## src/rgb_xyy_luminance_scaler_macros.svh

```systemverilog
// ---------------------------------------------------------------------------
// rgb_xyy_luminance_scaler_macros.svh
// Assertion macros shared by the luminance scaler RTL.
// ---------------------------------------------------------------------------
`ifndef RGB_XYY_LUMINANCE_SCALER_MACROS_SVH
`define RGB_XYY_LUMINANCE_SCALER_MACROS_SVH

// Same-cycle implication, checked on clk, held off while in reset.
`define RXLS_ASSERT_IMP(name, ante, cons) \
    name: assert property (@(posedge clk) disable iff (!rst_n) (ante) |-> (cons)) \
        else $error("rxls: same-cycle check failed");

// Next-cycle implication, checked on clk, held off while in reset.
`define RXLS_ASSERT_NXT(name, ante, cons) \
    name: assert property (@(posedge clk) disable iff (!rst_n) (ante) |=> (cons)) \
        else $error("rxls: next-cycle check failed");

`endif

```

## src/rxls_pkg.sv

```systemverilog
// ---------------------------------------------------------------------------
// rxls_pkg
// Widths and matrix coefficients of the RGB / xyY luminance scaler.
// ---------------------------------------------------------------------------
`default_nettype none

package rxls_pkg;

    localparam int PIX_W      = 8;
    localparam int TDATA_W    = 3 * PIX_W;
    localparam int GAIN_W     = 9;
    localparam logic [GAIN_W-1:0] GAIN_RESET = 9'd51;

    localparam int COEF_W     = 17;   // signed Q2.14
    localparam int XYZ_W      = 23;   // forward X, Y, Z, 14 fraction bits
    localparam int SUM_W      = 24;   // X + Y + Z
    localparam int CHR_W      = 16;   // chromaticity Q0.16 after cap
    localparam int CHR_Q_W    = 17;   // raw chromaticity quotient
    localparam int REST_W     = 17;   // 1 - x - y
    localparam int LUM_W      = 16;   // Y in Q8.8
    localparam int LUMP_W     = LUM_W + GAIN_W;
    localparam int LUMS_W     = 17;   // scaled Y, Q9.8
    localparam int RATIO_W    = 24;   // Y / y, 8 fraction bits
    localparam int RB_W       = 25;   // rebuilt X, Y, Z
    localparam int PROD_W     = 43;
    localparam int ACC_W      = 45;
    localparam int OUT_SHIFT  = 22;

    localparam logic [13:0] FWD_M [3][3] = '{
        '{14'd6757, 14'd5859, 14'd2957},
        '{14'd3483, 14'd11718, 14'd1183},
        '{14'd316,  14'd1953, 14'd15573}
    };

    localparam logic signed [COEF_W-1:0] INV_M [3][3] = '{
        '{ 17'sd53092, -17'sd25184,  -17'sd8167},
        '{-17'sd15881,  17'sd30736,    17'sd682},
        '{   17'sd911,  -17'sd3342,  17'sd17321}
    };

endpackage

`default_nettype wire

```

## src/rxls_inv_xform.sv

```systemverilog
// ---------------------------------------------------------------------------
// rxls_inv_xform
// XYZ to RGB matrix: registered products, then sum and saturate.
// ---------------------------------------------------------------------------
`default_nettype none

module rxls_inv_xform (
    input  wire logic                         clk,
    input  wire logic                         rst_n,
    input  wire logic                         adv,
    input  wire logic                         in_valid,
    input  wire logic                         drop,
    input  wire logic [rxls_pkg::RB_W-1:0]    rb_x,
    input  wire logic [rxls_pkg::RB_W-1:0]    rb_y,
    input  wire logic [rxls_pkg::RB_W-1:0]    rb_z,
    output logic                              out_valid,
    output logic [rxls_pkg::TDATA_W-1:0]      pix
);
    import rxls_pkg::*;

    logic                     valid_reg;
    logic                     drop_reg;
    logic signed [PROD_W-1:0] prod_reg  [3][3];
    logic signed [PROD_W-1:0] prod_next [3][3];
    logic [RB_W-1:0]          rb [3];
    logic signed [ACC_W-1:0]  acc [3];
    logic [ACC_W-OUT_SHIFT-1:0] hi [3];

    assign rb[0] = rb_x;
    assign rb[1] = rb_y;
    assign rb[2] = rb_z;

    always_comb
    begin
        for (int i = 0; i < 3; i++)
        begin
            for (int k = 0; k < 3; k++)
            begin
                prod_next[i][k] = PROD_W'(INV_M[i][k]) * $signed(PROD_W'(rb[k]));
            end
        end
    end

    always_ff @(posedge clk or negedge rst_n)
    begin
        if (!rst_n)
        begin
            valid_reg <= 1'b0;
        end
        else if (adv)
        begin
            valid_reg <= in_valid;
        end
    end

    always_ff @(posedge clk)
    begin
        if (adv)
        begin
            prod_reg <= prod_next;
            drop_reg <= drop;
        end
    end

    // sum, truncate, clamp negative to zero and large to full scale; zero when dropped
    always_comb
    begin
        for (int i = 0; i < 3; i++)
        begin
            acc[i] = ACC_W'(prod_reg[i][0]) + ACC_W'(prod_reg[i][1])
                   + ACC_W'(prod_reg[i][2]);
            hi[i]  = acc[i][ACC_W-1:OUT_SHIFT];
            if (drop_reg || acc[i][ACC_W-1])
            begin
                pix[i*PIX_W +: PIX_W] = '0;
            end
            else if (hi[i] > (ACC_W-OUT_SHIFT)'(255))
            begin
                pix[i*PIX_W +: PIX_W] = '1;
            end
            else
            begin
                pix[i*PIX_W +: PIX_W] = hi[i][PIX_W-1:0];
            end
        end
    end

    assign out_valid = valid_reg;

endmodule

`default_nettype wire

```

## config.mk

```make
export PLATFORM = sky130hd
export DESIGN_NAME = rxls_inv_xform
export DESIGN_NICKNAME = d
export VERILOG_FILES = /design/src/rgb_xyy_luminance_scaler_macros.svh /design/src/rxls_pkg.sv /design/src/rxls_inv_xform.sv
export SDC_FILE = /design/constraint.sdc
export NUM_CORES = 2
export LEC_CHECK = 0
export BUFFER_PORTS_ARGS = -buffer_cell sky130_fd_sc_hd__buf_2
export CAP_MARGIN = 0
export CELL_PAD_IN_SITES_DETAIL_PLACEMENT = 0
export CELL_PAD_IN_SITES_GLOBAL_PLACEMENT = 1
export CORE_MARGIN = 8
export CORE_UTILIZATION = 48
export CTS_CLUSTER_SIZE = 10
export DETAILED_ROUTE_END_ITERATION = 8
export MAX_ROUTING_LAYER = met4
export PLACE_DENSITY_LB_ADDON = 0.1
export SYNTH_ARGS = -nofsm -noshare
export SYNTH_HDL_FRONTEND = slang
export SYNTH_SLANG_ARGS = --single-unit
```

## constraint.sdc

```tcl
create_clock -name clk -period 3.9 [get_ports clk]
set_clock_uncertainty 0.05 [all_clocks]
set_input_delay 0.39 -clock clk [delete_from_list [all_inputs] [get_ports clk]]
set_output_delay 0.39 -clock clk [all_outputs]
set_load 0.05 [all_outputs]
```

# [After elaboration in Yosys (flattened, before gate mapping)]
# Index checks and enable logic that the tools add are counted.
[classes] addsub=6 mul=9 magnitude_cmp=3 n_mux=6 reduce_logical=3
[op_table] cell="$gt A23 B8 Y1 const B" count=3
[op_table] cell="$mux W8" count=6
[op_table] cell="$add A43 B40 Y44" count=1
[op_table] cell="$add A42 B36 Y43" count=1
[op_table] cell="$add A42 B42 Y43" count=1
[op_table] cell="$add A40 B41 Y42" count=1
[op_table] cell="$add A41 B41 Y42" count=1
[op_table] cell="$mul A15 B26 Y41 const A" count=1
[op_table] cell="$add A36 B39 Y40" count=1
[op_table] cell="$mul A14 B26 Y40 const A" count=1
[op_table] cell="$mul A15 B25 Y40 const A" count=1
[op_table] cell="$mul A14 B25 Y39 const A" count=1
[op_table] cell="$mul A12 B26 Y38 const A" count=1
[op_table] cell="$mul A11 B26 Y37 const A" count=1
[op_table] cell="$mul A11 B25 Y36 const A" count=1
[op_table] cell="$mul A10 B25 Y35 const A" count=1
[op_table] cell="$mul A9 B25 Y34 const A" count=1
[op_table] cell="$logic_or A1 B1 Y1" count=3
[totals] ff_bits=342 in_bits=80 out_inout_bits=25 wordCells=38

# [Depth between registers and ports, before layout]
[logic_depth] word_depth=5 ltp_mapped=24

# [Worst setup path before layout]
# OpenSTA, ideal clock, no wires.
[synth_timing] kind="input port to flip-flop" start="input rb_x[16] (netlist name)" end="register prod_reg[252] (netlist name), data pin" arrival_time_ns=6.104 required_ns=3.592 slack_ns=-2.512 path_stages=24 path_buffers=0 path_cell_list="inv_1 > fa_1 > inv_1 > fa_1 > inv_1 > fa_1 > inv_1 > fa_1 > fa_1 > inv_1 > fa_1 > inv_1 > ha_1 > a21o_1 > a21o_1 > a21o_1 > a21oi_1 > o221ai_1 > a221o_1 > a41oi_1 > a211oi_1 > a21o_1 > a21o_1 > xnor2_1"
[synth_lines] element="start, declared" line_no="rxls_inv_xform.sv:13" text="input wire logic [rxls_pkg::RB_W-1:0] rb_x,"
[synth_lines] element="end signal, assigned" line_no="rxls_inv_xform.sv:60" text="prod_reg <= prod_next;"
[synth_lines] element="end, declared" line_no="rxls_inv_xform.sv:23" text="logic signed [PROD_W-1:0] prod_reg [3][3];"

==> impl_metrics.env <==
export IMPL_grt_pass1_vias=49900
export IMPL_netlist_area_sq_um=58700
export IMPL_synth_area_per_cell_sq_um=10.6
export IMPL_synth_edff_count=326
export IMPL_gr_total_overflow=0
export IMPL_tightest_slew_ps=776
export IMPL_rows=128
export IMPL_rsz0062_at_grt="yes"
export IMPL_die_y_microns=366
export IMPL_dp_hpwl_microns=169000
export IMPL_clock_sink_count=327
export IMPL_avgViaCountPerCell=5.12
export IMPL_clk_pin_slew_ps=50
export IMPL_ant_nets=0
export IMPL_synth_top_area_cell="fa_1"
export IMPL_synth_top_area_frac=0.300
export IMPL_report_final_setup_viol=244
export IMPL_htree_levels=2
export IMPL_grt_start_max_net_pins=74
export IMPL_period_share=1.47
export IMPL_grt_pass1_wl_microns=297000
export IMPL_worstSetupEndpointType="flop"
export IMPL_timing_hold_ws_ps=43.4
export IMPL_hp_class="primary input to asynchronous set/reset pin"
export IMPL_synth_seq_cells=327
export IMPL_routabilityCongestion=0.959
export IMPL_cap_violations=0
export IMPL_slew_violations=0
export IMPL_async_reset_ff_frac=0.00306
export IMPL_cts_tree="built"
export IMPL_syn_num_nets=7682
export IMPL_wire_per_inst_microns=21.4
export IMPL_clk_latency_ps=600
export IMPL_drt_iter0_markers=2675
export IMPL_firstDrtPassIters=7
export IMPL_largest_reg_flops=325
export IMPL_cp_required_ps=4200
export IMPL_num_vias=46600
export IMPL_syn_instance_count=5557
export IMPL_violations="negative setup slack"
export IMPL_antenna_found_initial=2
export IMPL_port_buffers=104
export IMPL_grt_usage=0.303
export IMPL_wl_microns=195000
export IMPL_final_hold_violation_count=0
export IMPL_worst_slack_ps=-1820
export IMPL_drcViolationCount=0
export IMPL_stdcell_count=9108
export IMPL_ios=105
export IMPL_slew_headroom=0.483
export IMPL_yosysMostFrequentCell="inv_1"
export IMPL_fmax_mhz=175
export IMPL_die_w_microns=366
export IMPL_synth_area_leaders="fa_1 (30%), ha_1 (25%), edfxtp_1 (17%), inv_1 (8.3%), xnor2_1 (3.2%)"
export IMPL_ys_warn_count=0
export IMPL_cp_start_kind="primary input"
export IMPL_area_growth_pct=42.7
export IMPL_synthFlopType="edfxtp_1"
export IMPL_die_area_sq_um=134000
export IMPL_crit_arrival_ps=6020
export IMPL_initial_core_util=0.483
export IMPL_utilization=0.689
export IMPL_dp_cells=8821
export IMPL_crit_fanout=4
export IMPL_status="finished with violations"
export IMPL_cts_max_path_buffers=3
export IMPL_drive_gt1_frac=0.378
export IMPL_synth_seq_area_share=0.167
export IMPL_fin_nets=9576
export IMPL_cts_root_buf="clkbuf_16"
export IMPL_core_area_sq_um=122000
export IMPL_cts_buffers=44
export IMPL_synthTopCellsByCount="inv_1 (1304), ha_1 (1166), fa_1 (879)"
export IMPL_min_period_ps=5720
export IMPL_path_class="primary input to flop"
export IMPL_ys_types=79
export IMPL_place_ws_ps=-2630
cells by family after synthesis:
kind of cell | count (synthesis) | synth area share
DFF | 327 | 0.167
adders and majority gates | 2045 | 0.548
xor gates and xnor gates | 294 | 0.0439
and+or+nand+nor | 698 | 0.0577
AOI/OAI and AO/OA | 876 | 0.0976
muxes | 8 | 0.00143
buffers and inverters | 1309 | 0.0837
path summary, 6_finish.rpt:
check	end	start	slack (ps)	cells after the start
worst max-delay path	prod_reg[252]	rb_x[17]	-1820	25
worst min-delay path	out_valid	rst_n	40	2
worst max register to register	out_valid	out_valid	3110	1
worst min register to register	out_valid	out_valid	460	1
max in group asynchronous	out_valid	rst_n	3670	2
min in group clk	prod_reg[46]	rb_y[2]	70	2
through the flow:
stage | instance area, sq um | setup TNS [ps]
final | 83800 | -226090
after global placement | 75700 | -391780
after floorplan | 61200 | -168940
after CTS | 81100 | -223590
after detailed placement | 75700 | -398220
after global routing | 83800 | -255570
worst max-delay path: stages:
cell        delay [ps]
buf_12              90
clkinvlp_4         110
fa_1               570
inv_2               50
fa_1               510
inv_2               40
fa_1               490
inv_2               40
fa_2               440
fa_1               480
inv_1               50
fa_1               500
inv_2               50
ha_4               200
a21o_1             170
a21o_1             160
a21o_1             180
a21oi_4            170
o221ai_4           130
a221o_1            400
a41oi_2            220
a211oi_2           120
a21o_1             170
a21o_1             170
xnor2_1            120
layer usage:
layer / vias up / share of wire / routed length (microns) / GRT usage
met5: - / 0 / 0 / -
met4: 0 / 0.035 / 6840 / 0.0796
met3: 190 / 0.047 / 9070 / 0.0340
met1: 23300 / 0.46 / 88900 / 0.417
li1: 22300 / - / - / -
met2: 884 / 0.46 / 90100 / 0.481
cells in the final DEF (no fill, tap or decap), drive strengths merged, types with 58 or more instances in the layout:
| cell | netlist | routed |
|---|---|---|
| xor2 | 79 | 79 |
| nor2 | 214 | 214 |
| o21a | 58 | 58 |
| a21o | 136 | 136 |
| a21oi | 283 | 283 |
| nand2 | 142 | 142 |
| ha | 1166 | 1166 |
| inv | 1304 | 1296 |
| o21ai | 140 | 140 |
| edfxtp | 326 | 326 |
| buf | 2 | 1849 |
| fa | 879 | 879 |
| nand3 | 62 | 62 |
| xnor2 | 215 | 215 |
final cells by class:
cell class                      instances  area (sq um)
Antenna cell                            4          10.0
Clock buffer                           57          1180
Clock inverter                         17           268
Fill cell                            9363         37800
Inverter                             1304          4980
Multi-Input combinational cell       3922         50200
Sequential cell                       327          9810
Tap cell                             1625          2030
Timing Repair Buffer                 1852         15300
timing repair:
action | CTS | global route
hold buffers | 3 | 0
pin swaps | 355 | 420
endpoints found under the setup margin | 248 | 254
buffers inserted | 165 | 112
resized for setup | 560 | 472
cloned | 1 | 0
hold endpoints to repair | 3 | 0
Power is not shown: default switching activity piles up to over one toggle a cycle in this logic, so the estimate is an artifact.
