`config.mk`:
```
export PLATFORM = sky130hd
export DESIGN_NAME = rxls_pipe_div
export DESIGN_NICKNAME = d
export VERILOG_FILES = /design/src/rgb_xyy_luminance_scaler_macros.svh /design/src/rxls_pkg.sv /design/src/rxls_pipe_div.sv
export SDC_FILE = /design/constraint.sdc
export NUM_CORES = 2
export LEC_CHECK = 0
export BUFFER_PORTS_ARGS = -buffer_cell sky130_fd_sc_hd__buf_2
export CAP_MARGIN = 10
export CORE_AREA = 2 2 407 409
export CTS_CLUSTER_SIZE = 28
export DETAILED_ROUTE_END_ITERATION = 8
export DIE_AREA = 0 0 409 411
export GPL_TIMING_DRIVEN = 0
export PLACE_DENSITY_LB_ADDON = 0.2
export SLEW_MARGIN = 20
export SYNTH_ARGS = -nofsm -noshare
export SYNTH_HDL_FRONTEND = slang
export SYNTH_SLANG_ARGS = --single-unit
```
`constraint.sdc`:
```
create_clock -name clk -period 4.8 [get_ports clk]
set_input_delay 0.96 -clock clk [delete_from_list [all_inputs] [get_ports clk]]
set_output_delay 0.96 -clock clk [all_outputs]
set_load 0.1 [all_outputs]
```
`src/rgb_xyy_luminance_scaler_macros.svh`:
```
// ---------------------------------------------------------------------------
// rgb_xyy_luminance_scaler_macros.svh
// Assertion macros shared by the luminance scaler RTL.
// ---------------------------------------------------------------------------
`ifndef RGB_XYY_LUMINANCE_SCALER_MACROS_SVH
`define RGB_XYY_LUMINANCE_SCALER_MACROS_SVH

// Same-cycle implication, checked on clk, held off while in reset.
`define RXLS_ASSERT_IMP(name, ante, cons) \
    name: assert property (@(posedge clk) disable iff (!rst_n) (ante) |-> (cons)) \
        else $error("rxls: same-cycle check failed");

// Next-cycle implication, checked on clk, held off while in reset.
`define RXLS_ASSERT_NXT(name, ante, cons) \
    name: assert property (@(posedge clk) disable iff (!rst_n) (ante) |=> (cons)) \
        else $error("rxls: next-cycle check failed");

`endif

```
`src/rxls_pkg.sv`:
```
// ---------------------------------------------------------------------------
// rxls_pkg
// Widths and matrix coefficients of the RGB / xyY luminance scaler.
// ---------------------------------------------------------------------------
`default_nettype none

package rxls_pkg;

    localparam int PIX_W      = 8;
    localparam int TDATA_W    = 3 * PIX_W;
    localparam int GAIN_W     = 9;
    localparam logic [GAIN_W-1:0] GAIN_RESET = 9'd51;

    localparam int COEF_W     = 17;   // signed Q2.14
    localparam int XYZ_W      = 23;   // forward X, Y, Z, 14 fraction bits
    localparam int SUM_W      = 24;   // X + Y + Z
    localparam int CHR_W      = 16;   // chromaticity Q0.16 after cap
    localparam int CHR_Q_W    = 17;   // raw chromaticity quotient
    localparam int REST_W     = 17;   // 1 - x - y
    localparam int LUM_W      = 16;   // Y in Q8.8
    localparam int LUMP_W     = LUM_W + GAIN_W;
    localparam int LUMS_W     = 17;   // scaled Y, Q9.8
    localparam int RATIO_W    = 24;   // Y / y, 8 fraction bits
    localparam int RB_W       = 25;   // rebuilt X, Y, Z
    localparam int PROD_W     = 43;
    localparam int ACC_W      = 45;
    localparam int OUT_SHIFT  = 22;

    localparam logic [13:0] FWD_M [3][3] = '{
        '{14'd6757, 14'd5859, 14'd2957},
        '{14'd3483, 14'd11718, 14'd1183},
        '{14'd316,  14'd1953, 14'd15573}
    };

    localparam logic signed [COEF_W-1:0] INV_M [3][3] = '{
        '{ 17'sd53092, -17'sd25184,  -17'sd8167},
        '{-17'sd15881,  17'sd30736,    17'sd682},
        '{   17'sd911,  -17'sd3342,  17'sd17321}
    };

endpackage

`default_nettype wire

```
`src/rxls_pipe_div.sv`:
```
// ---------------------------------------------------------------------------
// rxls_pipe_div
// Pipelined restoring divider, one quotient bit per register stage.
// ---------------------------------------------------------------------------
`default_nettype none

module rxls_pipe_div #(
    parameter int NUM_W  = rxls_pkg::XYZ_W + 16,
    parameter int DEN_W  = rxls_pkg::SUM_W,
    parameter int Q_W    = rxls_pkg::CHR_Q_W,
    parameter int SIDE_W = 1
) (
    input  wire logic              clk,
    input  wire logic              rst_n,
    input  wire logic              adv,
    input  wire logic              in_valid,
    input  wire logic [NUM_W-1:0]  num,
    input  wire logic [DEN_W-1:0]  den,
    input  wire logic [SIDE_W-1:0] side_in,
    output logic                   out_valid,
    output logic [Q_W-1:0]         quo,
    output logic [SIDE_W-1:0]      side_out
);

    logic              v_reg    [Q_W];
    logic [DEN_W-1:0]  rem_reg  [Q_W];
    logic [Q_W-1:0]    low_reg  [Q_W];
    logic [Q_W-1:0]    q_reg    [Q_W];
    logic [DEN_W-1:0]  den_reg  [Q_W];
    logic [SIDE_W-1:0] side_reg [Q_W];

    for (genvar i = 0; i < Q_W; i++) begin : g_stage
        logic              v_in;
        logic [DEN_W-1:0]  rem_in;
        logic [Q_W-1:0]    low_in;
        logic [Q_W-1:0]    q_in;
        logic [DEN_W-1:0]  den_in;
        logic [SIDE_W-1:0] side_in_s;
        logic [DEN_W:0]    trial;
        logic              ge;
        logic [DEN_W-1:0]  rem_next;

        if (i == 0) begin : g_first
            // upper numerator bits seed the remainder; they stay below den
            assign v_in      = in_valid;
            assign rem_in    = DEN_W'(num >> Q_W);
            assign low_in    = num[Q_W-1:0];
            assign q_in      = '0;
            assign den_in    = den;
            assign side_in_s = side_in;
        end
        else begin : g_rest
            assign v_in      = v_reg[i-1];
            assign rem_in    = rem_reg[i-1];
            assign low_in    = low_reg[i-1];
            assign q_in      = q_reg[i-1];
            assign den_in    = den_reg[i-1];
            assign side_in_s = side_reg[i-1];
        end

        assign trial    = {rem_in, low_in[Q_W-1]};
        assign ge       = (trial >= {1'b0, den_in});
        assign rem_next = ge ? DEN_W'(trial - {1'b0, den_in}) : DEN_W'(trial);

        always_ff @(posedge clk or negedge rst_n)
        begin
            if (!rst_n)
            begin
                v_reg[i] <= 1'b0;
            end
            else if (adv)
            begin
                v_reg[i] <= v_in;
            end
        end

        always_ff @(posedge clk)
        begin
            if (adv)
            begin
                rem_reg[i]  <= rem_next;
                low_reg[i]  <= {low_in[Q_W-2:0], 1'b0};
                q_reg[i]    <= {q_in[Q_W-2:0], ge};
                den_reg[i]  <= den_in;
                side_reg[i] <= side_in_s;
            end
        end
    end

    assign out_valid = v_reg[Q_W-1];
    assign quo       = q_reg[Q_W-1];
    assign side_out  = side_reg[Q_W-1];

endmodule

`default_nettype wire

```
* After elaboration in Yosys (flattened, before gate mapping)
Memories as Yosys holds them, arrays and structs flattened. Cells that the tools add are included.
Word-level totals: flip-flop bits (word level) 17, latch bits 0, memory bits (writable) 1394, ROM bits 0, word-level logic and storage cells 75, memories kept 5
Operators by class: $add $sub $neg 17, $mul 0, div/mod/pow operators 0, magnitude comparators 17, equal/unequal tests 0, shift operators 0, muxes and demuxes 19, bitwise operators 0, reductions and logical operators 0
Memory list:
- den_reg | depth 17, bits a word 24, read ports 16, clocked after Yosys merged registers in 0, wr ports 17, RTL line rxls_pipe_div.sv:29 | logic [DEN_W-1:0] den_reg [Q_W];
- rem_reg | depth 17, bits a word 24, read ports 16, clocked after Yosys merged registers in 0, wr ports 17, RTL line rxls_pipe_div.sv:26 | logic [DEN_W-1:0] rem_reg [Q_W];
- q_reg | depth 17, bits a word 17, read ports 17, clocked after Yosys merged registers in 0, wr ports 17, RTL line rxls_pipe_div.sv:28 | logic [Q_W-1:0] q_reg [Q_W];
- low_reg | depth 17, bits a word 16, read ports 16, clocked after Yosys merged registers in 0, wr ports 17, RTL line rxls_pipe_div.sv:27 | logic [Q_W-1:0] low_reg [Q_W];
- side_reg | depth 17, bits a word 1, read ports 17, clocked after Yosys merged registers in 0, wr ports 17, RTL line rxls_pipe_div.sv:30 | logic [SIDE_W-1:0] side_reg [Q_W];
Operator list (number):
- $mux 24 | 17
- $ge 25x24->1 | 16
- $sub 24x24->24 | 16
- $ge 23x24->1 | 1
- $sub 23x24->24 | 1
- $mux 1 | 2

* Longest topological paths before layout
An unclocked memory read counts as a cell.
word-level depth 3, gate-level depth with buffers 16, mapped depth without buffers 14

* Worst setup path after synthesis
OpenSTA, ideal clock, no wires.
path kind input -> register, start input port num[16], end memory rem_reg[0][18] (netlist bit) (data pin), setup time 268 ps, data arrival time 3732 ps, data required time 4532 ps, slack 800 ps, stages 15, path buffers 2, path through inv_1 > ha_1 > inv_1 > fa_1 > a21o_1 > a21oi_1 > o21ai_0 > nor2b_1 > a2111oi_0 > o21bai_1 > a211o_1 > a21oi_1 > buf_2 > clkbuf_1 > o21ai_0
RTL lines:
- from (decl) | RTL line rxls_pipe_div.sv:17 | input wire logic [NUM_W-1:0] num,
- to (decl) | RTL line rxls_pipe_div.sv:26

==> results.txt <==
----------------------------------------------------
[Power]
  Leakage power summed over all cells ... 0.0261 uW
  Reported net switching power ... 15100 uW
  Reg power frac ... 35.4%
  Switching part of the total power ... 35.9%
  Proportion of power drawn by the clock network ... 23.2%
  Internal power ... 27000 uW
  PD cells ... 650 mW/mm^2
  Share of power burned in combinational logic ... 41.5%
  Largest voltage drop on the vdd net ... 0.413 mV

[Critical path]
  Setup crit start kind ... flop
  CP max stage cell ... sky130_fd_sc_hd__clkbuf_1
  Category of the most critical setup path ... reg2reg
  Worst stage delay on the critical path ... 0.54 ns
  Critical Path End Type ... flop
  Ordered list of cells on the worst path ... inv_1, ha_1, nor2b_1, o31a_1, or2_2, o21ai_0, o21ai_0, a21oi_1, o21ai_0, a21oi_1, clkbuf_1, clkbuf_1, o21ai_0
  Stages on worst setup path ... 13
  CP delay by family, top ... compound AO/OA/AOI/OAI gates
  Crit path top cell by count ... sky130_fd_sc_hd__o21ai_0
  CP Data Required Time ... 5.24 ns
  FF-to-FF path depth ... 13
  Crit path DAT ... 4.95 ns
  Crit path buf inv count ... 3
  CP Max Fanout ... 10

[Cells and area]
  Multi-input gate area in the final layout ... 0.0221 sq mm
  Layout Nets ... 5454
  Fin area ... 0.0647 sq mm
  Antenna Cells ... 0
  Share of final-layout standard cells stronger than drive strength 1 ... 10.2%
  Count of fill cells added during filler insertion ... 15.7k
  Sequential standard cell area ... 0.0327 sq mm
  Layout Area Growth over Synthesis ... 13.5%

[Global routing]
  Via count of the first global-routing pass ... 35.3k
  Global-route wire length before repair ... 193000 microns
  Pin count of the biggest net entering global routing ... 146
  Total overflow reported by the global router ... 0
  Overall fraction of global-route tracks in use ... 14.4%
  Antenna violations before repair ... 1

[Clocking]
  Root buffer selected by CTS ... sky130_fd_sc_hd__clkbuf_16
  Clock-pin slew on the worst setup and hold paths ... 0.06 ns
  CTS Buffer Depth ... 3
  Worst-Skew Late Latency ... 0.78 ns
  Number of clock sinks ... 1091
  Number of buffers created by CTS ... 138
  Number of levels the H-tree was split into ... 4
  Clock tree from TritonCTS ... built
  Cts hold-fix bufs ... 0

[Route]
  Residual antenna-violating net count after detailed routing ... 0
  Iter 0 DRT Violations ... 2223
  Detailed-route wire length per cell ... 16.9 microns
  Count of TritonRoute iterations in the first routing pass ... 6
  Detail-routed via count per cell ... 4.90
  Number of remaining DRC errors ... 0
  Via count ... 35.5k
  Final routed wirelength across all metal layers ... 122000 microns

[Placement]
  Number of buffers inserted by port buffering ... 86
  Pre-CTS WS ... -0.305 ns
  Gp weighted congestion ... 0.898
  Post-place instance area ... 0.0604 sq mm
  HPWL after detailed placement ... 90800 microns

[Floorplanning]
  Standard cell core area ... 0.164 sq mm
  Chip Width ... 409 microns
  Area of the die ... 0.168 sq mm
  Initial cell density of the core ... 34.8%
  Number of core rows ... 149
  Number of top-level design ports ... 87
  Die Y ... 411 microns

[Synthesis]
  Number of warning messages in the yosys log ... 0
  Net count of the mapped netlist ... 5219
  Mean instance size in the synthesized netlist ... 12.1 sq um
  Area share of the leading cell type in the synthesized netlist ... 56.6%
  Fraction of registers with async set/reset ... 1.56%
  Number of enable-type register cells in the synthesized netlist ... 1074
  Leading cell types by count after synthesis ... sky130_fd_sc_hd__edfxtp_1, sky130_fd_sc_hd__inv_1, sky130_fd_sc_hd__ha_1
  Register area share after synthesis ... 57.3%
  Flip-flop and latch count after synthesis ... 1091
  Dominant cell by count in the synthesized netlist ... sky130_fd_sc_hd__edfxtp_1
  Post-synth top flop ... sky130_fd_sc_hd__edfxtp_1
  Number of library cell types mapped by synthesis ... 86
  Post-synthesis cell area ... 0.0570 sq mm
  Syn Inst Count ... 4728
  Top area cells in the synthesized netlist ... sky130_fd_sc_hd__edfxtp_1, sky130_fd_sc_hd__ha_1, sky130_fd_sc_hd__inv_1, sky130_fd_sc_hd__a21oi_1, sky130_fd_sc_hd__o21ai_0
  Biggest area consumer among synthesized cells ... sky130_fd_sc_hd__edfxtp_1

[Status]
  Outcome ... completed

[Job]
  Max-cap violation count ... 0

[Min path]
  Min-delay worst type ... in2async

[STA]
  Final Skew ... 0.0314 ns
  Final setup TNS ... 0 ns
  Worst-case hold slack ... 0.106 ns
  Transition time of the tightest slew-check pin ... 1.12 ns
  Total count of hold-check failures in the final report ... 0
  Number of setup violations in the final report ... 0
  Final critical delay including setup and external delays ... 4.51 ns
  Fin worst setup slack ... 0.288 ns
  Setup repair after global routing missed its margin ... false
  Slew margin rel. ... 24.9%
  Period utilization ... 94.0%
  Max Clk Rate ... 222 MHz
  Final slew viol count ... 0

----------------------------------------------------
==> stage by stage <==
step	util, %	cells	total power (uW)
6_report	39.5	7253	42100
3_3_place_gp	36.7	7003	32600
3_5_place_dp	36.9	7012	32400
4_1_cts	39.5	7253	42500
2_1_floorplan	-	4728	27800
5_1_grt	39.5	7253	45100
==> worst reg2reg max path, stage by stage (launching register included) <==
cell and delay [ns]:
sky130_fd_sc_hd__edfxtp_1 0.43, sky130_fd_sc_hd__inv_1 0.07, sky130_fd_sc_hd__ha_1 0.37, sky130_fd_sc_hd__nor2b_1 0.19, sky130_fd_sc_hd__o31a_1 0.25, sky130_fd_sc_hd__or2_2 0.31
sky130_fd_sc_hd__o21ai_0 0.29, sky130_fd_sc_hd__o21ai_0 0.27, sky130_fd_sc_hd__a21oi_1 0.29, sky130_fd_sc_hd__o21ai_0 0.19, sky130_fd_sc_hd__a21oi_1 0.21, sky130_fd_sc_hd__clkbuf_1 0.48
sky130_fd_sc_hd__clkbuf_1 0.54, sky130_fd_sc_hd__o21ai_0 0.31
==> power by group through the flow <==
stage	Sequential, uW	Combinational (uW)	Clock (uW)
finish	14900	17400	9750
global route	15100	19400	10500
CTS	14900	17400	10200
detailed placement	15100	17300	0
global placement	15400	17100	0
floorplan	14700	13100	0
==> what timing repair did <==
action / 4_1_cts / 5_1_grt
endpoints found under the hold margin: 0 / 0
gates resized for setup: 0 / 2
endpoints found under the setup margin: 0 / 9
setup buffers: 0 / 0
==> logic make-up after synthesis <==
group                    share of synthesized area [%]
XOR/XNOR                                          4.81
buffers and inverters                             3.99
flip-flops                                        57.3
multiplexers                                      3.41
AO/OA/AOI/OAI                                     13.0
adder cells (fa/ha/maj)                           9.49
AND/OR/NAND/NOR                                   8.01
==> worst paths after layout <==
check                                                from                            to  slack, ns
max in group asynchronous                           rst_n  g_stage[10].v_in$_DFFE_PN0P_       4.42
min in group clk                                   num[4]       low_reg[0][4]$_DFFE_PP_       0.37
worst max register to register  den_reg[0][145]$_DFFE_PP_     rem_reg[0][185]$_DFFE_PP_       0.29
worst max-delay path            den_reg[0][145]$_DFFE_PP_     rem_reg[0][185]$_DFFE_PP_       0.29
worst min register to register    q_reg[1][105]$_DFFE_PP_       q_reg[1][123]$_DFFE_PP_       0.40
worst min-delay path                                rst_n  g_stage[13].v_in$_DFFE_PN0P_       0.11
==> per-layer routing <==
metal,track usage (%),up-vias,routed length (microns)
met4,7.07,2,5740
met1,18.1,16787,54000
met5,0,-,13
li1,-,17803,-
met3,2.83,257,5380
met2,23.8,699,57100
==> layout by cell type (no fill, tap or decap), types with 18 or more instances in the layout <==
master | synthesis | layout
sky130_fd_sc_hd__a21o_1 | 176 | 176
sky130_fd_sc_hd__nand2b_1 | 62 | 62
sky130_fd_sc_hd__nand3_1 | 68 | 68
sky130_fd_sc_hd__clkbuf_16 | 0 | 140
sky130_fd_sc_hd__o21ai_0 | 322 | 322
sky130_fd_sc_hd__nor2b_1 | 63 | 63
sky130_fd_sc_hd__clkinv_1 | 0 | 31
sky130_fd_sc_hd__clkinv_2 | 0 | 24
sky130_fd_sc_hd__xnor2_1 | 181 | 181
sky130_fd_sc_hd__nand2_1 | 323 | 323
sky130_fd_sc_hd__a211oi_1 | 32 | 32
sky130_fd_sc_hd__inv_1 | 489 | 489
sky130_fd_sc_hd__and3_1 | 18 | 18
sky130_fd_sc_hd__o21a_1 | 59 | 59
sky130_fd_sc_hd__buf_2 | 23 | 108
sky130_fd_sc_hd__edfxtp_1 | 1074 | 1074
sky130_fd_sc_hd__a211o_1 | 18 | 18
sky130_fd_sc_hd__nand4_1 | 54 | 54
sky130_fd_sc_hd__a31oi_1 | 24 | 23
sky130_fd_sc_hd__o21bai_1 | 42 | 42
sky130_fd_sc_hd__ha_1 | 407 | 407
sky130_fd_sc_hd__o31ai_1 | 32 | 30
sky130_fd_sc_hd__mux2_4 | 18 | 18
sky130_fd_sc_hd__xor2_1 | 132 | 132
sky130_fd_sc_hd__mux2_2 | 129 | 129
sky130_fd_sc_hd__nor3_1 | 43 | 43
sky130_fd_sc_hd__nor4_1 | 21 | 20
sky130_fd_sc_hd__a21oi_1 | 343 | 343
sky130_fd_sc_hd__nor2_1 | 250 | 250
sky130_fd_sc_hd__clkbuf_1 | 58 | 76
==> layout make-up <==
cell class              instances  area share [%]
repair buffers                 95            1.04
flip-flops and latches       1091            50.5
plain buffers                  93           0.673
well taps                    2189            4.23
clock buffers                 159            5.54
multi-input cells            3054            34.1
clock inverters                82            1.04
inverters                     490            2.84
Note: power is estimated with default switching activity, not from simulation.
