File: src/rgb_xyy_luminance_scaler_macros.svh
// ---------------------------------------------------------------------------
// rgb_xyy_luminance_scaler_macros.svh
// Assertion macros shared by the luminance scaler RTL.
// ---------------------------------------------------------------------------
`ifndef RGB_XYY_LUMINANCE_SCALER_MACROS_SVH
`define RGB_XYY_LUMINANCE_SCALER_MACROS_SVH

// Same-cycle implication, checked on clk, held off while in reset.
`define RXLS_ASSERT_IMP(name, ante, cons) \
    name: assert property (@(posedge clk) disable iff (!rst_n) (ante) |-> (cons)) \
        else $error("rxls: same-cycle check failed");

// Next-cycle implication, checked on clk, held off while in reset.
`define RXLS_ASSERT_NXT(name, ante, cons) \
    name: assert property (@(posedge clk) disable iff (!rst_n) (ante) |=> (cons)) \
        else $error("rxls: next-cycle check failed");

`endif

File: src/rxls_pkg.sv
// ---------------------------------------------------------------------------
// rxls_pkg
// Widths and matrix coefficients of the RGB / xyY luminance scaler.
// ---------------------------------------------------------------------------
`default_nettype none

package rxls_pkg;

    localparam int PIX_W      = 8;
    localparam int TDATA_W    = 3 * PIX_W;
    localparam int GAIN_W     = 9;
    localparam logic [GAIN_W-1:0] GAIN_RESET = 9'd51;

    localparam int COEF_W     = 17;   // signed Q2.14
    localparam int XYZ_W      = 23;   // forward X, Y, Z, 14 fraction bits
    localparam int SUM_W      = 24;   // X + Y + Z
    localparam int CHR_W      = 16;   // chromaticity Q0.16 after cap
    localparam int CHR_Q_W    = 17;   // raw chromaticity quotient
    localparam int REST_W     = 17;   // 1 - x - y
    localparam int LUM_W      = 16;   // Y in Q8.8
    localparam int LUMP_W     = LUM_W + GAIN_W;
    localparam int LUMS_W     = 17;   // scaled Y, Q9.8
    localparam int RATIO_W    = 24;   // Y / y, 8 fraction bits
    localparam int RB_W       = 25;   // rebuilt X, Y, Z
    localparam int PROD_W     = 43;
    localparam int ACC_W      = 45;
    localparam int OUT_SHIFT  = 22;

    localparam logic [13:0] FWD_M [3][3] = '{
        '{14'd6757, 14'd5859, 14'd2957},
        '{14'd3483, 14'd11718, 14'd1183},
        '{14'd316,  14'd1953, 14'd15573}
    };

    localparam logic signed [COEF_W-1:0] INV_M [3][3] = '{
        '{ 17'sd53092, -17'sd25184,  -17'sd8167},
        '{-17'sd15881,  17'sd30736,    17'sd682},
        '{   17'sd911,  -17'sd3342,  17'sd17321}
    };

endpackage

`default_nettype wire

File: src/rxls_fwd_xform.sv
// ---------------------------------------------------------------------------
// rxls_fwd_xform
// RGB to XYZ matrix, one register stage.
// ---------------------------------------------------------------------------
`default_nettype none

module rxls_fwd_xform (
    input  wire logic                        clk,
    input  wire logic                        rst_n,
    input  wire logic                        adv,
    input  wire logic                        in_valid,
    input  wire logic [rxls_pkg::TDATA_W-1:0] pix,
    output logic                             out_valid,
    output logic [rxls_pkg::XYZ_W-1:0]       x,
    output logic [rxls_pkg::XYZ_W-1:0]       y,
    output logic [rxls_pkg::XYZ_W-1:0]       z
);
    import rxls_pkg::*;

    logic                valid_reg;
    logic [XYZ_W-1:0]    xyz_reg  [3];
    logic [XYZ_W-1:0]    xyz_next [3];

    always_comb
    begin
        for (int i = 0; i < 3; i++)
        begin
            xyz_next[i] = '0;
            for (int k = 0; k < 3; k++)
            begin
                xyz_next[i] = xyz_next[i]
                    + XYZ_W'(pix[k*PIX_W +: PIX_W]) * XYZ_W'(FWD_M[i][k]);
            end
        end
    end

    always_ff @(posedge clk or negedge rst_n)
    begin
        if (!rst_n)
        begin
            valid_reg <= 1'b0;
        end
        else if (adv)
        begin
            valid_reg <= in_valid;
        end
    end

    always_ff @(posedge clk)
    begin
        if (adv)
        begin
            xyz_reg <= xyz_next;
        end
    end

    assign out_valid = valid_reg;
    assign x = xyz_reg[0];
    assign y = xyz_reg[1];
    assign z = xyz_reg[2];

endmodule

`default_nettype wire

File: config.mk
export PLATFORM = sky130hd
export DESIGN_NAME = rxls_fwd_xform
export DESIGN_NICKNAME = d
export VERILOG_FILES = /design/src/rgb_xyy_luminance_scaler_macros.svh /design/src/rxls_pkg.sv /design/src/rxls_fwd_xform.sv
export SDC_FILE = /design/constraint.sdc
export NUM_CORES = 1
export LEC_CHECK = 0
export BUFFER_PORTS_ARGS = -buffer_cell sky130_fd_sc_hd__buf_2
export CAP_MARGIN = 20
export CORE_UTILIZATION = 59
export CTS_CLUSTER_SIZE = 25
export DETAILED_ROUTE_END_ITERATION = 16
export PLACE_DENSITY = 0.79
export SETUP_SLACK_MARGIN = 0.2
export SLEW_MARGIN = 40
export SYNTH_ARGS = -nofsm -noshare
export SYNTH_HDL_FRONTEND = slang
export SYNTH_SLANG_ARGS = --single-unit
File: constraint.sdc
create_clock -name clk -period 0.8 [get_ports clk]
set_clock_uncertainty 0.15 [all_clocks]
set_input_delay 0.04 -clock clk [delete_from_list [all_inputs] [get_ports clk]]
set_output_delay 0.04 -clock clk [all_outputs]
set_load 0.005 [all_outputs]
Yosys cells after proc, flatten, opt, wreduce, memory -nomap -nowiden
Index checks and enable logic that the tools add are counted.
- output and inout port bits: 70
- logic and storage cells: 19
- flip-flop bits (word level): 70
- multiply operators: 9
- add/subtract/negate cells: 6
- operator list (cell ; number):
    $mul A8 B13 Y21 const B ; 3
    $add A20 B22 Y23 ; 2
    $mul A8 B12 Y20 const B ; 2
    $mul A8 B11 Y19 const B ; 2
    $add A22 B20 Y23 ; 1
    $add A23 B19 Y23 ; 1
    $add A21 B21 Y22 ; 1
    $mul A8 B14 Y22 const B ; 1
    $add A17 B19 Y20 ; 1
    $mul A8 B7 Y15 const B ; 1

Depth between registers and ports, before layout
Gate-level depths: netlist (run 1).
- depth in word-level cells: 3
- mapped depth: 31
- depth with buffers taken out: 30

Worst setup path after synthesis (run 1)
No wires, ideal clock.
- path type: input to register
- start: input pix[14] (netlist bit)
- end: register xyz_reg (netlist bit y[19]) (data pin)
- cell stages on the path: 31
- setup slack: -6065 ps
- path buffers: 1
- arrival time: 6457 ps
- setup time: 259 ps
- cells stage by stage: inv_1 ha_1 xnor2_1 ha_1 nand2b_1 fa_1 inv_1 fa_1 inv_1 ha_1 a21oi_1 o21ai_1 a41oi_1 nand2b_1 a21oi_1 xnor2_1 ha_1 inv_1 fa_1 fa_1 inv_1 fa_1 ha_1 clkbuf_1 a21o_1 a21o_1 a21oi_1 o21a_1 o31ai_1 a31oi_1 xnor2_1
- RTL lines (element ; line ; text):
    from (decl) ; rxls_fwd_xform.sv:12 ; input wire logic [rxls_pkg::TDATA_W-1:0] pix,
    to (signal assigned) ; rxls_fwd_xform.sv:53 ; xyz_reg <= xyz_next;
    to (decl) ; rxls_fwd_xform.sv:21 ; logic [XYZ_W-1:0] xyz_reg [3];

==> results of run 1 <==
## metal layers
layer	GRT usage [%]	wire, µm
met1	52.5	26700
met2	69.6	35100
met3	7.90	11800
met4	19.3	7630
met5	0	428
## area by class of cell
| cell class | instances | area share [%] |
|---|---|---|
| Clock inverter | 7 | 0.333 |
| Inverter | 550 | 7.93 |
| Multi-Input combinational cell | 1131 | 62.6 |
| Tap cell | 390 | 1.83 |
| Timing Repair Buffer | 599 | 18.6 |
| Sequential cell | 70 | 7.85 |
| Antenna cell | 6 | 0.0562 |
| Clock buffer | 9 | 0.843 |
## cells in the mapped netlist, drive strengths merged, types with 3 or more instances
library cell / n
a2111oi: 3
a211o: 4
a211oi: 7
a21o: 30
a21oi: 57
a31o: 3
a31oi: 12
and2: 4
and3: 3
clkbuf: 3
edfxtp: 69
fa: 334
ha: 361
inv: 550
nand2: 30
nand2b: 12
nand3: 10
nand4: 7
nor2: 42
nor2b: 11
nor3: 16
o211ai: 7
o21a: 10
o21ai: 37
o21bai: 8
o31ai: 4
o41ai: 3
or2: 8
or3: 6
xnor2: 48
xor2: 23
## worst paths after layout
check,end,cells past startpoint
worst min-delay path,out_valid,2
min in group asynchronous,out_valid,2
worst max-delay path,z[21],30
max in group asynchronous,out_valid,2
worst max register to register,out_valid,1
worst min register to register,out_valid,1
## timing repair
action | CTS | global route
gates resized for setup | 277 | 177
pin swaps | 159 | 135
buffers inserted | 42 | 51
endpoints found under the hold margin | 2 | 6
setup endpoints to repair | 153 | 153
## through the flow
stage | std cells | hold slack (ns) | area [µm²]
final | 2762 | -0.258 | 26700
after global routing | 2759 | -0.246 | 26700
after CTS | 2705 | -0.266 | 25500
after detailed placement | 2646 | -0.330 | 23600
after global placement | 2646 | -0.336 | 23600
after floorplan | 1754 | -0.406 | 19600
## cells by family after synthesis
group	count (synthesis)	share of synthesized area (%)
adders and majority gates	695	61.6
buffers and inverters	553	11.4
AOI/OAI and AO/OA	201	7.32
and+or+nand+nor	161	4.51
xor gates and xnor gates	71	3.42
DFF	70	11.5
muxes	3	0.172
## cell usage in the layout, fill, tap and decap left out, types with 16 or more instances in the layout
cell      instances
buf_4           403
ha_1            234
nand2_1          20
inv_1           459
fa_2             19
buf_12           19
buf_2            75
edfxtp_1         69
inv_2            76
a21o_1           30
fa_1            315
a21oi_1          16
buf_6            89
ha_4            121
a21oi_2          34
xor2_1           18
xnor2_1          30
nor2_1           31
## registers in the layout (all words and copies together), names as in the netlist
register / count
out_valid: 1
x: 23
y: 23
z: 23
## worst max-delay path, delay by kind of cell
| family | cells | cell delay, ns |
|---|---|---|
| simple gates | 5 | 1.30 |
| compound gates | 3 | 0.46 |
| fa+ha+maj | 10 | 4.09 |
| buf+inv | 10 | 1.06 |
| xor+xnor | 2 | 0.45 |
==> Implementation_results.wiki, run 1 <==
{| class="wikitable"
! Metric !! Value
|-
| Category of the critical setup timing path || input pin to flip-flop
|-
| Post-layout util || between 80 and 90%
|-
| Via count || roughly 17,000
|-
| Largest net degree at the start of global routing || 20
|-
| Number of I/O port buffers || a little under 100
|-
| Achievable clock frequency || ~140 MHz
|-
| Cell mode on critical path || ha_1
|-
| Crit path max fanout || 4
|-
| DP HPWL || ~49,000 µm
|-
| Setup crit end kind || flip-flop
|-
| Worst path setup slack after routing || -6.58 ns
|-
| Reg clk slew, reported paths || about 0.06 ns
|-
| Number of flops mapped to enable cells by yosys || 69
|-
| CTS H-Tree Depth || 3
|-
| Num rows || 63
|-
| Synth unique cells || 62
|-
| Required time at the endpoint of the critical path || 0.85 ns
|-
| Count of hold-fix buffers inserted at cts || 1
|-
| Setup-failing EPs final || between 100 and 150
|-
| Worst setup SP type || input pin
|-
| Worst r2r src || out_valid
|-
| Slew margin rel. || around three fifths
|-
| Combined global-route utilization of all metal layers || between 40% and 50%
|-
| Clock tree from TritonCTS || built
|-
| Share of the cycle needed by the critical path after routing || 922%
|-
| Footprint of the flip-flops and latches || 2100 µm²
|-
| Layout-stage area growth over the synthesis result || 46.9%
|-
| TritonRoute pass-1 iters || 6
|-
| Setup Slack @ Placement || -6.28 ns
|-
| Die Ht || around 180 µm
|-
| Post-Syn Area per Cell || 10.4 µm²
|-
| Maximum buffer depth of the clock tree || 2
|-
| Initial core utilization || between 60% and 70%
|-
| Crit path time final || ~7.4 ns
|-
| Initial antenna violation count || 10
|-
| First-pass GRT wire length || between 90,000 and 100,000 µm
|-
| Routed wirelength normalized by instance count || just under 30 µm
|-
| Nets@finish || slightly above 3,000
|-
| Most common flop cell mapped by yosys || edfxtp_1
|-
| Highest cell delay on the worst timing path || roughly 0.72 ns
|-
| Outcome || finished, violations left
|-
| Flop-to-flop setup slack || -0.10 ns
|-
| Launching instance or port of the critical path || pix[6]
|-
| Largest cells by area after synthesis || fa_1 (37%), ha_1 (25%), edfxtp_1 (11%), inv_1 (11%), xnor2_1 (2.3%)
|-
| CP arrival || approximately 7.4 ns
|-
| Final-layout fill cell count || approximately 1,200
|-
| Total standard cell area after synthesis || roughly 18,000 µm²
|-
| Area fraction of the dominant cell type after synthesis || between 30% and 40%
|-
| Final Hold Slack || -0.258 ns
|-
| Yosys warns || 0
|-
| Drt first-iter violations || around 1,700
|-
| Number of instances in the synthesized netlist || 1,754
|-
| Fin Setup TNS || -312.86 ns
|-
| Number of buffers created by CTS || 9
|-
| Start point of the worst hold path || in_valid
|-
| Area of the core || roughly 30,000 µm²
|-
| Yosys reg bits || 70
|-
| Mapped Nets || approximately 2,500
|-
| Slowest stage cell, crit path || fa_1
|-
| Max Cap Viol || 0
|-
| Gr ovfl total || 0
|-
| Worst-margin pin slew || slightly below 0.6 ns
|-
| Violated checks || hold timing, setup timing
|-
| Cell taking the most area after synthesis || fa_1
|-
| Remaining antenna violation count after routing || 0
|-
| Fraction of final layout cells sized beyond drive strength 1 || approximately 43%
|-
| Multi-input logic area || around 17,000 µm²
|-
| Die boundary width || 178 µm
|-
| Area enclosed by the die boundary || around 32,000 µm²
|-
| Top-level port count || 98
|-
| Share of flip-flops with an asynchronous set or reset after synthesis || approximately 1.4%
|-
| RSZ-0062 raised after global routing || yes
|-
| Skew-Pair Late Insertion Delay || about 0.39 ns
|-
| Hold Crit Class || input pin to flip-flop
|-
| DRT Wirelength || about 82,000 µm
|-
| Root buffer selected by CTS || clkbuf_16
|-
| DR vias/cell || between 6 and 7
|-
| Via count of the first global-routing pass || 16,878
|-
| Final hold violations || 6
|-
| Clk sink count || 70
|-
| Final Slew Violations || 0
|-
| Seq/Total Area, Yosys || between 10% and 20%
|-
| DRC Markers || 0
|-
| Weighted congestion at the end of routability-driven global placement || a little over 1
|}
Power of run 1 is left out: the tool's default activity adds up to more than one toggle a clock period on the data nets, which glitch-free logic cannot reach.
==> run 2, diff against run 1 <==
--- a/config.mk
+++ b/config.mk
@@ -5,7 +5,7 @@
 export SDC_FILE = /design/constraint.sdc
 export NUM_CORES = 1
 export LEC_CHECK = 0
-export BUFFER_PORTS_ARGS = -buffer_cell sky130_fd_sc_hd__buf_2
+export BUFFER_PORTS_ARGS = -buffer_cell sky130_fd_sc_hd__buf_4
 export CAP_MARGIN = 20
 export CORE_UTILIZATION = 59
 export CTS_CLUSTER_SIZE = 25
==> Implementation_results.wiki, run 2 (same netlist as run 1, synthesis figures left out) <==
{| class="wikitable"
! Metric !! Value
|-
| Die boundary width || 178 µm (unchanged)
|-
| CTS H-Tree Depth || 3 (unchanged)
|-
| Reg clk slew, reported paths || 0.07 ns (about the same)
|-
| Die Ht || 178 µm (unchanged)
|-
| DRT Wirelength || 80,100 µm (-1.8%)
|-
| Via count of the first global-routing pass || 17,406 (+3.1%)
|-
| Root buffer selected by CTS || clkbuf_16
|-
| Crit path max-delay family || adder cells
|-
| Highest cell delay on the worst timing path || 1.04 ns (+0.32 ns)
|-
| Final Hold Slack || -0.226 ns (+0.0318 ns)
|-
| Most common cell after layout, fill and taps aside || inv_1
|-
| Category of the critical setup timing path || input pin to flip-flop
|-
| Clock tree from TritonCTS || built
|-
| Skew-Pair Late Insertion Delay || 0.38 ns (about the same)
|-
| Fraction of final layout cells sized beyond drive strength 1 || 43.6% (+0.43 points)
|-
| TritonRoute pass-1 iters || 6 (unchanged)
|-
| Hold Crit Class || input pin to flip-flop
|-
| Top-level port count || 98 (unchanged)
|-
| Required time at the endpoint of the critical path || 0.79 ns (-0.06 ns)
|-
| Crit path max fanout || 3 (-1)
|-
| Cell count after placement || 2,655 (+0.34%)
|-
| Violated checks || hold timing, setup timing
|-
| Number of buffers created by CTS || 9 (unchanged)
|-
| Commonest cells after routing, fill and taps aside || inv_1 (461), buf_4 (449), fa_1 (313)
|-
| Achievable clock frequency || 141 MHz (+4.1%)
|-
| Nets@finish || 3,080 (-0.13%)
|-
| Worst setup SP type || input pin
|-
| Routed wirelength normalized by instance count || 29.1 µm (-1.5%)
|-
| Gr ovfl total || 0 (unchanged)
|-
| Setup crit end kind || flip-flop
|-
| Clk sink count || 70 (unchanged)
|-
| Crit path time final || 7.09 ns (-0.291 ns)
|-
| Layout Cells excl Fill || 2,753 (-0.33%)
|-
| Slowest stage cell, crit path || nor4_1
|-
| Cell mode on critical path || fa_1
|-
| Final Slew Violations || 0 (unchanged)
|-
| Final-layout fill cell count || 1,089 (-12%)
|-
| Area enclosed by the die boundary || 31,500 µm² (unchanged)
|-
| Weighted congestion at the end of routability-driven global placement || 1.03 (+0.58%)
|-
| CP arrival || 7.08 ns (-0.35 ns)
|-
| Largest net degree at the start of global routing || 20 (unchanged)
|-
| Maximum buffer depth of the clock tree || 2 (unchanged)
|-
| Number of buffer and inverter instances along the worst setup path || 10 (unchanged)
|-
| RSZ-0062 raised after global routing || yes
|-
| Initial core utilization || 60.7% (unchanged)
|-
| First-pass GRT wire length || 97,200 µm (+2.4%)
|-
| Remaining antenna violation count after routing || 0 (unchanged)
|-
| Max Cap Viol || 0 (unchanged)
|-
| Setup-failing EPs final || 139 (+0.72%)
|-
| Share of the cycle needed by the critical path after routing || 886% (-36 points)
|-
| Final hold violations || 6 (unchanged)
|-
| Via count || 16,967 (-0.66%)
|-
| Slew margin rel. || 12.2% (-48 points)
|-
| Worst-margin pin slew || 1.30 ns (+0.714 ns)
|-
| Outcome || finished, violations left
|-
| Number of I/O port buffers || 97 (unchanged)
|-
| Initial antenna violation count || 9 (-1)
|-
| Drt first-iter violations || 1,523 (-13%)
|-
| Num rows || 63 (unchanged)
|-
| DP HPWL || 49,700 µm (+0.72%)
|-
| Worst path setup slack after routing || -6.29 ns (+0.291 ns)
|-
| Layout-stage area growth over the synthesis result || 48.7%
|-
| Combined global-route utilization of all metal layers || 42.7% (+0.94 points)
|-
| Area of the core || 30,000 µm² (unchanged)
|-
| DRC Markers || 0 (unchanged)
|-
| DR vias/cell || 6.16 (-0.33%)
|-
| Count of hold-fix buffers inserted at cts || 1 (unchanged)
|}
run 2: changes by cell type in the layout (fill, tap and decap cells not counted), moves of 5 or more:
cell	delta
nand2_1	-5
a21oi_4	+5
buf_2	-75
o21ai_1	+5
buf_6	+22
nand2_2	+7
buf_4	+46
a21oi_2	-5
run 2: layout make-up:
class	instances	area, µm²	area share [%]
multi-input combinational	1131	16800	62.2
timing repair buffer	595	5240	19.4
inverter	550	2110	7.80
sequential	70	2100	7.76
tap	390	488	1.81
clock buffer	10	229	0.847
clock inverter	5	61.3	0.227
antenna	2	5.00	0.0185
run 2: repair_timing:
item,4_1_cts,5_1_grt
buffers inserted,48,32
resized for setup,279,199
pin swaps,188,118
endpoints found under the hold margin,6,6
setup endpoints to repair,140,140
run 2: final timing paths:
| path | slack [ns] | start | to | cells past startpoint |
|---|---|---|---|---|
| max | -6.29 | pix[8] | y[21] | 27 |
| min | -0.23 | in_valid | out_valid | 2 |
| max reg2reg | -0.14 | out_valid | out_valid | 1 |
| min reg2reg | 0.42 | out_valid | out_valid | 1 |
| max in group asynchronous | 0.56 | rst_n | out_valid | 2 |
| min in group asynchronous | -0.14 | rst_n | out_valid | 2 |
run 2: routing by layer:
metal,vias to the layer above,wire (µm),track usage (%)
met5,-,251,0
met4,16,8050,25.1
met2,1277,35300,70.3
met3,577,10100,8.87
met1,8363,26400,51.8
li1,6734,-,-
run 2: through the flow:
| stage | hold slack [ns] | setup TNS (ns) | worst slack [ns] | utilization [%] | area [µm²] |
|---|---|---|---|---|---|
| 2_1_floorplan | -0.406 | -261.79 | -5.73 | - | 19600 |
| 3_3_place_gp | -0.335 | -307.97 | -6.08 | 79.9 | 23900 |
| 3_5_place_dp | -0.331 | -315.42 | -6.28 | 79.9 | 23900 |
| 4_1_cts | -0.240 | -289.15 | -5.68 | 86.3 | 25900 |
| 5_1_grt | -0.235 | -316.02 | -6.34 | 90.2 | 27000 |
| 6_report | -0.226 | -311.78 | -6.29 | 90.2 | 27000 |
Power of run 2 is left out for the same reason.
